`src/rtl/hds_pkg.sv`:
```
// Shared types and constants for the heat diffusion stencil.
`default_nettype none

package hds_pkg;

    // Fixed field widths of the temperature and configuration data.
    localparam int TEMP_BITS       = 24;
    localparam int COEFF_FRAC_BITS = 16;
    localparam int COEFF_BITS      = 15;
    localparam int GRID_W_BITS     = 11;
    localparam int GRID_H_BITS     = 16;
    localparam int CFG_IDX_BITS    = 2;
    localparam int CFG_DATA_BITS   = 16;

    // Arithmetic widths: the difference sum, the product and the updated value.
    localparam int SUM_BITS  = TEMP_BITS + 3;
    localparam int PROD_BITS = SUM_BITS + COEFF_BITS + 1;
    localparam int RES_BITS  = SUM_BITS + 1;

    // Configuration register indexes.
    localparam logic [CFG_IDX_BITS-1:0] REG_GRID_WIDTH  = 2'd0;
    localparam logic [CFG_IDX_BITS-1:0] REG_GRID_HEIGHT = 2'd1;
    localparam logic [CFG_IDX_BITS-1:0] REG_STEP_COEFF  = 2'd2;

    // Register values after reset.
    localparam int GRID_W_RESET = 20;
    localparam int GRID_H_RESET = 20;
    localparam int COEFF_RESET  = 7463;

    typedef logic signed [TEMP_BITS-1:0] temp_t;

    localparam temp_t TEMP_MAX = {1'b0, {(TEMP_BITS-1){1'b1}}};
    localparam temp_t TEMP_MIN = {1'b1, {(TEMP_BITS-1){1'b0}}};
    localparam logic signed [PROD_BITS-1:0] ROUND_HALF =
        PROD_BITS'(1) <<< (COEFF_FRAC_BITS - 1);

    // One line buffer entry: the row above and the row two above.
    typedef struct packed {
        temp_t one;
        temp_t two;
    } line_pair_t;

    // Neighbors of the point one row above the incoming sample.
    typedef struct packed {
        temp_t center;
        temp_t above;
        temp_t left;
        temp_t right;
    } nbr_t;

    // One pending stencil update.
    typedef struct packed {
        temp_t u;
        temp_t up;
        temp_t down;
        temp_t left;
        temp_t right;
        logic  has_y;
        logic  has_x;
        logic  last;
        logic  eog;
    } job_t;

    // All updates caused by one sample, compacted from slot zero.
    typedef struct packed {
        job_t [2:0]  job;
        logic [1:0]  count;
    } batch_t;

endpackage

`default_nettype wire

```
`src/rtl/hds_channels_if.sv`:
```
// Valid/ready channel interfaces for samples, results and configuration writes.
`default_nettype none


interface hds_result_if import hds_pkg::*; ();
    logic  valid;
    logic  ready;
    temp_t temperature_out;
    logic  last_of_run;
    logic  end_of_grid;

    modport source (output valid, output temperature_out, output last_of_run,
                    output end_of_grid, input ready);
    modport sink   (input valid, input temperature_out, input last_of_run,
                    input end_of_grid, output ready);
endinterface


`default_nettype wire

```
`src/rtl/hds_result_stage.sv`:
```
// Pending update slots, the stencil update arithmetic and the result register.
`default_nettype none

module hds_result_stage import hds_pkg::*; (
    input  logic                  clk,
    input  logic                  rst_n,
    input  logic                  load,
    input  batch_t                batch,
    input  logic [COEFF_BITS-1:0] coeff,
    output logic                  ready,
    hds_result_if.source          results
);

    job_t       slot_reg [3];
    logic [1:0] count_reg;

    logic       out_valid_reg;
    temp_t      out_temp_reg;
    logic       out_last_reg;
    logic       out_eog_reg;

    logic       issue;
    job_t       job;

    logic signed [SUM_BITS-1:0]     sum_y;
    logic signed [SUM_BITS-1:0]     sum_x;
    logic signed [SUM_BITS-1:0]     sum;
    logic signed [COEFF_BITS:0]     coeff_s;
    logic signed [PROD_BITS-1:0]    prod;
    logic signed [PROD_BITS-1:0]    rounded;
    logic signed [SUM_BITS-1:0]     delta;
    logic signed [RES_BITS-1:0]     res;
    temp_t                          res_sat;

    // Issue one slot whenever the result register is free or being taken.
    assign issue = (count_reg != 2'd0) && (!out_valid_reg || results.ready);
    assign ready = (count_reg == 2'd0) || ((count_reg == 2'd1) && issue);
    assign job   = slot_reg[0];

    // Slot queue: a new batch replaces the drained queue, else shift down.
    always_ff @(posedge clk)
    begin
        if (load)
        begin
            slot_reg[0] <= batch.job[0];
            slot_reg[1] <= batch.job[1];
            slot_reg[2] <= batch.job[2];
        end
        else if (issue)
        begin
            slot_reg[0] <= slot_reg[1];
            slot_reg[1] <= slot_reg[2];
        end
    end

    always_ff @(posedge clk or negedge rst_n)
    begin
        if (!rst_n)
        begin
            count_reg <= 2'd0;
        end
        else if (load)
        begin
            count_reg <= batch.count;
        end
        else if (issue)
        begin
            count_reg <= count_reg - 2'd1;
        end
    end

    // Second differences, scaled by the coefficient with round to nearest.
    always_comb
    begin
        sum_y   = SUM_BITS'(job.up) + SUM_BITS'(job.down) - (SUM_BITS'(job.u) <<< 1);
        sum_x   = SUM_BITS'(job.left) + SUM_BITS'(job.right) - (SUM_BITS'(job.u) <<< 1);
        sum     = (job.has_y ? sum_y : SUM_BITS'(0)) + (job.has_x ? sum_x : SUM_BITS'(0));
        coeff_s = $signed({1'b0, coeff});
        prod    = sum * coeff_s;
        rounded = prod + ROUND_HALF;
        delta   = $signed(rounded[PROD_BITS-1:COEFF_FRAC_BITS]);
        res     = RES_BITS'(job.u) + RES_BITS'(delta);
    end

    // Saturate to the temperature range.
    always_comb
    begin
        if (res[RES_BITS-1:TEMP_BITS-1] == '0 || res[RES_BITS-1:TEMP_BITS-1] == '1)
        begin
            res_sat = res[TEMP_BITS-1:0];
        end
        else if (res[RES_BITS-1])
        begin
            res_sat = TEMP_MIN;
        end
        else
        begin
            res_sat = TEMP_MAX;
        end
    end

    // Result register.
    always_ff @(posedge clk)
    begin
        if (issue)
        begin
            out_temp_reg <= res_sat;
            out_last_reg <= job.last;
            out_eog_reg  <= job.eog;
        end
    end

    always_ff @(posedge clk or negedge rst_n)
    begin
        if (!rst_n)
        begin
            out_valid_reg <= 1'b0;
        end
        else if (issue)
        begin
            out_valid_reg <= 1'b1;
        end
        else if (results.ready)
        begin
            out_valid_reg <= 1'b0;
        end
    end

    assign results.valid           = out_valid_reg;
    assign results.temperature_out = out_temp_reg;
    assign results.last_of_run     = out_last_reg;
    assign results.end_of_grid     = out_eog_reg;

    // A batch only lands on a queue that drains in this cycle.
    assert property (@(posedge clk) disable iff (!rst_n)
        load |-> (count_reg == 2'd0 || (count_reg == 2'd1 && issue)))
        else $error("batch loaded over pending updates");

    // An issued update shows up in the result register.
    assert property (@(posedge clk) disable iff (!rst_n)
        issue |=> out_valid_reg)
        else $error("issued update lost");

    // The bottom-right result is always the final one of its sample.
    assert property (@(posedge clk) disable iff (!rst_n)
        (out_valid_reg && out_eog_reg) |-> out_last_reg)
        else $error("end of grid without last of run");

endmodule

`default_nettype wire
```
`src/flat_wrapper.sv`:
```
// flat-port wrapper written by rule: the top's interface ports become plain ports
module hds_result_stage_flat import hds_pkg::*;
  (clk, rst_n, load, batch, coeff, ready, results_valid, results_temperature_out, results_last_of_run, results_end_of_grid, results_ready);
  hds_result_if results_i ();
  input  logic clk;
  input  logic rst_n;
  input  logic load;
  input  batch_t batch;
  input  logic [COEFF_BITS-1:0] coeff;
  output logic ready;
  output wire logic [$bits(results_i.valid)-1:0] results_valid;
  output wire logic [$bits(results_i.temperature_out)-1:0] results_temperature_out;
  output wire logic [$bits(results_i.last_of_run)-1:0] results_last_of_run;
  output wire logic [$bits(results_i.end_of_grid)-1:0] results_end_of_grid;
  input wire logic [$bits(results_i.ready)-1:0] results_ready;
  assign results_valid = results_i.valid;
  assign results_temperature_out = results_i.temperature_out;
  assign results_last_of_run = results_i.last_of_run;
  assign results_end_of_grid = results_i.end_of_grid;
  assign results_i.ready = results_ready;
  hds_result_stage u_core (.clk(clk), .rst_n(rst_n), .load(load), .batch(batch), .coeff(coeff), .ready(ready), .results(results_i));
endmodule
```
`config.mk`:
```
export PLATFORM = sky130hd
export DESIGN_NAME = hds_result_stage_flat
export DESIGN_NICKNAME = d
export VERILOG_FILES = /design/src/rtl/hds_pkg.sv /design/src/rtl/hds_channels_if.sv /design/src/rtl/hds_result_stage.sv /design/src/flat_wrapper.sv
export SDC_FILE = /design/constraint.sdc
export NUM_CORES = 2
export LEC_CHECK = 0
export ABC_AREA = 1
export BUFFER_PORTS_ARGS = -buffer_cell sky130_fd_sc_hd__buf_2
export CAP_MARGIN = 20
export CORE_ASPECT_RATIO = 0.75
export CORE_MARGIN = 5
export CORE_UTILIZATION = 55
export CTS_BUF_LIST = sky130_fd_sc_hd__clkbuf_4 sky130_fd_sc_hd__clkbuf_8 sky130_fd_sc_hd__clkbuf_16
export CTS_CLUSTER_DIAMETER = 40
export DETAILED_ROUTE_END_ITERATION = 8
export GPL_TIMING_DRIVEN = 0
export PLACE_DENSITY_LB_ADDON = 0.25
export SETUP_SLACK_MARGIN = 0.5
export SLEW_MARGIN = 0
export SYNTH_ARGS = -nofsm -noshare
export SYNTH_HDL_FRONTEND = slang
export SYNTH_SLANG_ARGS = --single-unit
```
`constraint.sdc`:
```
create_clock -name clk -period 10 [get_ports clk]
set_input_delay 2 -clock clk [delete_from_list [all_inputs] [get_ports clk]]
set_output_delay 2 -clock clk [all_outputs]
set_load 0.01 [all_outputs]
```
Yosys cells after proc, flatten, opt, wreduce, memory -nomap -nowiden
Memory sizes are Yosys's and may differ from the RTL's.
Cells that the tools add are included.
W data, S select, Z words.
Word-level totals
  latch bits: 0
  bits in writable memories: 372
  flip-flop bits (word level): 29
  memory bits (read-only): 0
  memories: 1
  output and inout port bits: 28
  word-level logic and storage cells: 45
  bits of input ports: 393
Memory list
  u_core.slot_reg: words 3, width 124, rd ports 3, clocked after memory_dff 0, write ports 3, line hds_result_stage.sv:14  | job_t slot_reg [3];
Operators by class
  multipliers: 1
  mux-type cells: 15
  equality and inequality tests: 2
  add/subtract/negate cells: 8
  order comparisons: 0
  reductions and logical operators: 11
  divide/modulo/power cells: 0
  shift-type cells: 0
  bitwise operators: 2
Operators by type and width (count)
  $mux W124: 2
  $mux W27: 2
  $sub A25 B25 Y26: 2
  $add A24 B24 Y25: 2
  $mux W24: 2
  $add A43 B17 Y43 const B: 1
  $mul A27 B16 Y43: 1
  $add A24 B27 Y28: 1
  $add A27 B27 Y27: 1
  $mux W1: 7
  $reduce_bool A2 Y1: 3
  $eq A5 B5 Y1 const B: 1
  $logic_not A5 Y1: 1
  $mux W2: 2
  $logic_or A1 B1 Y1: 3
  $eq A2 B1 Y1 const B: 1
  $logic_and A1 B1 Y1: 2
  $logic_not A2 Y1: 1
  $or A1 B1 Y1: 2
  $sub A2 B1 Y2 const B: 1
  $logic_not A1 Y1: 1

Longest topological paths before layout
An unclocked memory read counts as a cell.
  word-level depth: 11
  gate-level depth with buffers: 69
  mapped depth without buffers: 67

Least setup slack after synthesis
Ideal clock, no wire load.
  path kind: register -> register
  start: memory u_core.slot_reg[0][104] (netlist name)
  end: register u_core.out_temp_reg[10], in the netlist u_core.results.temperature_out[10], data pin
  arrival time: 10.033 ns
  data required time: 9.747 ns
  cell stages (with the launch flop): 57
  period minus slack after synthesis: 10.287 ns
  path buffers: 2
  library setup time: 0.253 ns
  path slack: -0.287 ns
  cell sequence: edfxtp_1 > fa_1 > inv_1 > ha_1 > a21o_1 > a21oi_1 > nand2_1 > a21oi_1 > o21ai_0 > nand2_1 > nand2_1 > o21ai_0 > nor2_1 > ha_1 > nand2_1 > o21ai_0 > a221oi_1 > nand4_2 > (+21 left out) > nand3_1 > xor2_1 > ha_1 > nand2_1 > inv_1 > nand2_1 > nand2_1 > nand2_1 > nand2_1 > a21oi_1 > nand2_1 > nand2_1 > nand2_1 > nor2_1 > nand2_1 > nand2_1 > buf_4 > nand2_1
RTL lines
  from (decl): line hds_result_stage.sv:14
  to (signal assigned): line hds_result_stage.sv:107  | out_temp_reg <= res_sat;
  to (decl): line hds_result_stage.sv:18  | temp_t out_temp_reg;

==> results.md <==
GRT:
- For this run, the total global-route usage over all layers was measured as 32.32%.
- The initial antenna violation count is 7.
- The via count of the first global-routing pass was around 32000.
- The sum of overflow across all layers after global routing is 0.
- The first global-routing pass estimated between 150 and 200 mm of wire.
- The largest net degree at the start of global routing is about 130.

Placement:
- The number of instances in the placed design is ~5400.
- The number of buffers inserted by port buffering is a little over 400.
- The placer's final routability congestion estimate is 1.003.
- Once detailed placement completed, the half-perimeter wirelength came to just under 100 mm.
- At the placement stage, the worst setup path has a slack of -2071 ps.

Drt:
- Using the TritonRoute via totals, the vias-per-cell ratio works out to 5.570.
- The count of unresolved DRC violations after routing is 0.
- After detailed routing, the average wire length per cell comes to between 20 and 25 um.
- For this block, the via count after detailed routing is ~32000.
- The routed design has 125.1 mm of wire.
- The post-route antenna net violation count is 0.
- The starting DRC count in detailed routing is 3300.
- The detailed-router iteration count before antenna repair is 6.

Timing:
- After layout, the worst setup slack is -1063 ps.
- The final max-slew violation count was 0.
- The achievable clock frequency is approximately 90 MHz.
- For the finished layout, the period the worst path requires is around 11000 ps.
- Setup repair after global routing could not meet its margin everywhere.
- The final critical path takes up 110.6% of the cycle.
- Setup violations remaining at the end of the flow were counted as 24.
- At the pin with the least slew margin, the transition time is 1113 ps.
- The headroom to the max-slew limit is 25.55%.
- The count of final hold-check violations is 0.
- The maximum clock skew at final layout is approximately 25 ps.

Clock network:
- Buffers inserted to repair hold after CTS numbered 0.
- The longest clock path from root to sink contains 3 buffers.
- TritonCTS built the clock tree.
- In this run, CTS created clock tree buffers numbering 40.
- The clock root buffer is sky130_fd_sc_hd__clkbuf_16.
- The depth of the CTS H-tree is 2.
- For this design, the sink count on the clock tree is 401.
- The later pin in the worst-skew pair is clocked with a latency of between 500 and 600 ps.
- After clock tree synthesis, the clock-pin slew on the worst setup and hold paths is 70 ps.

Cells and area:
- The final instance count without filler cells is 5723.
- From synthesis to final layout, the design area changed by 28.34%.
- Leaving out fill and tap cells, the most frequent cell in the layout is sky130_fd_sc_hd__inv_1.
- For this run, the post-layout net count is 5811.
- The fraction of final layout cells sized beyond drive strength 1 is a little over a third.
- Leaving out fill and tap cells, the most frequent cells in the layout are sky130_fd_sc_hd__inv_1, sky130_fd_sc_hd__nand2_1, sky130_fd_sc_hd__buf_2.
- The number of flip-flops in the largest register is roughly 370.

Setup path:
- Along the worst path, the maximum fanout reaches 10.
- The slowest stage of the critical path is the sky130_fd_sc_hd__fa_1 cell.
- The category of the most critical setup path is flip-flop to flip-flop.
- The arrival time of the worst setup path is 11380 ps.
- The cell that appears most often on the critical path is sky130_fd_sc_hd__fa_1.
- The endpoint type of the worst setup path is a flip-flop.
- The data required time at the worst endpoint is between 10000 and 15000 ps.
- The maximum cell stage delay along the critical path is 620 ps.
- STA classifies the critical path startpoint as a flip-flop.

Synth:
- Yosys printed 0 warnings.
- The sequential element share of the synthesized area is 31.35%.
- The cell area that synthesis handed to floorplanning was between 30000 and 40000 um^2.
- After synthesis, the netlist uses 55 different library cells.
- In the post-synthesis netlist, the biggest area contributors are sky130_fd_sc_hd__edfxtp_1, sky130_fd_sc_hd__fa_1, sky130_fd_sc_hd__inv_1.
- The leading area contributor after synthesis is sky130_fd_sc_hd__edfxtp_1.
- The number of nets produced by synthesis is approximately 5100.
- The proportion of synthesized flip-flops having asynchronous set or reset is less than 1%.
- The number of synthesized register bits is about 400.
- Among all flip-flop cells after synthesis, the most frequent one is sky130_fd_sc_hd__edfxtp_1.
- Each instance of the synthesized netlist takes up on average 9.478 um^2.
- The synthesized netlist cell count is roughly 4000.
- The share of the synthesized area in the top cell type is between 30% and 40%.
- In this run, synthesis inferred roughly 400 flip-flops with an integrated enable.

Die:
- The effective utilization at floorplan is a little under three fifths.
- The die width is 314.9 um.
- From bottom edge to top edge, the die measures around 240 um.
- The floorplan row count is 83.
- In this run the count of I/O pins placed on the die edge is ~420.
- The die area is 75180 um^2.
- In this run the standard cell core region covers between 60000 and 70000 um^2.

Status:
- The run finished, with violations left.
- The checks that failed: setup timing.

Job:
- The number of maximum-capacitance violations is 0.

Hold path:
- The class of the tightest hold or removal check is flip-flop to flip-flop.
## cell usage after synthesis (all sizes together) (5+ instances only)
library cell,count
nand2,603
nor2,378
nand3,161
nor3,41
a31oi,5
xor2,56
a21boi,13
xnor2,28
buf,45
a211oi,8
a21o,14
o21ai,126
edfxtp,398
o21bai,23
a21oi,182
ha,235
o211ai,6
nand4,18
inv,921
fa,432
clkbuf,46
mux2,248
or2,30
## metal layers
layer,up-vias,routed length (um),GRT usage [%],share of wire [%]
met2,1734,54070,47.88,43
li1,14190,-,-,-
met1,15720,52930,48.41,42
met4,2,2976,5.929,2.4
met5,-,10,0,0.0080
met3,233,15100,9.160,12
## timing repair
action	CTS	global route
cloned	2	1
hold endpoints to repair	0	0
pin swaps	218	161
endpoints found under the setup margin	24	24
gates resized for setup	566	266
setup buffers	176	67
## critical path: cells and delay by family, from the launching register on
kind                     cells  cell delay (ps)
AO/OA/AOI/OAI               11             1950
buffers and inverters       12             1330
flip-flops                   1              480
adder cells (fa/ha/maj)     11             4630
AND/OR/NAND/NOR             20             2140
XOR/XNOR                     1              240
## path summary, 6_finish.rpt
check | to | slack, ps | cells past startpoint | startpoint
worst min register to register | u_core.results.last_of_run$_DFFE_PP_ | 430 | 0 | u_core.slot_reg[0][1]$_DFFE_PP_
worst max register to register | u_core.results.temperature_out[12]$_DFFE_PP_ | -1060 | 55 | u_core.slot_reg[0][103]$_DFFE_PP_
max in group asynchronous | u_core.count_reg[1]$_DFFE_PN0P_ | 8670 | 1 | rst_n
worst max-delay path | u_core.results.temperature_out[12]$_DFFE_PP_ | -1060 | 55 | u_core.slot_reg[0][103]$_DFFE_PP_
worst min-delay path | u_core.results.last_of_run$_DFFE_PP_ | 430 | 0 | u_core.slot_reg[0][1]$_DFFE_PP_
min in group asynchronous | u_core.results.valid$_DFFE_PN0P_ | 1220 | 1 | rst_n
## metrics by stage
stage / setup TNS (ps) / area (um^2) / util, % / hold WS (ps)
4_1_cts: -15300 / 47660 / 69.33 / 432.0
3_5_place_dp: -48310 / 42480 / 61.79 / 417.7
6_report: -24500 / 49230 / 71.60 / 431.4
2_1_floorplan: 0 / 39180 / - / 400.3
3_3_place_gp: -505050 / 42410 / 61.69 / 402.2
5_1_grt: -32780 / 49230 / 71.60 / 435.9
## kinds of logic after synthesis
| family | count (synthesis) | share of synthesized area, % |
|---|---|---|
| AOI/OAI and AO/OA | 389 | 5.692 |
| xor gates and xnor gates | 84 | 1.957 |
| DFF | 401 | 31.35 |
| adders and majority gates | 667 | 30.21 |
| and+or+nand+nor | 1242 | 13.35 |
| muxes | 248 | 7.281 |
| buffers and inverters | 1016 | 10.15 |
## layout make-up
| type | count | area, um^2 |
|---|---|---|
| multi-input cells | 2630 | 26490 |
| fillers | 5092 | 19520 |
| flip-flops and latches | 401 | 12030 |
| repair buffers | 662 | 4200 |
| inverters | 925 | 3496 |
| well taps | 935 | 1170 |
| clock buffers | 46 | 1046 |
| plain buffers | 91 | 548.0 |
| clock inverters | 27 | 239.0 |
| diodes | 6 | 15.01 |
Power is left out: the tool's default activity adds up to more than one toggle a clock period on the data nets, which glitch-free logic cannot reach.
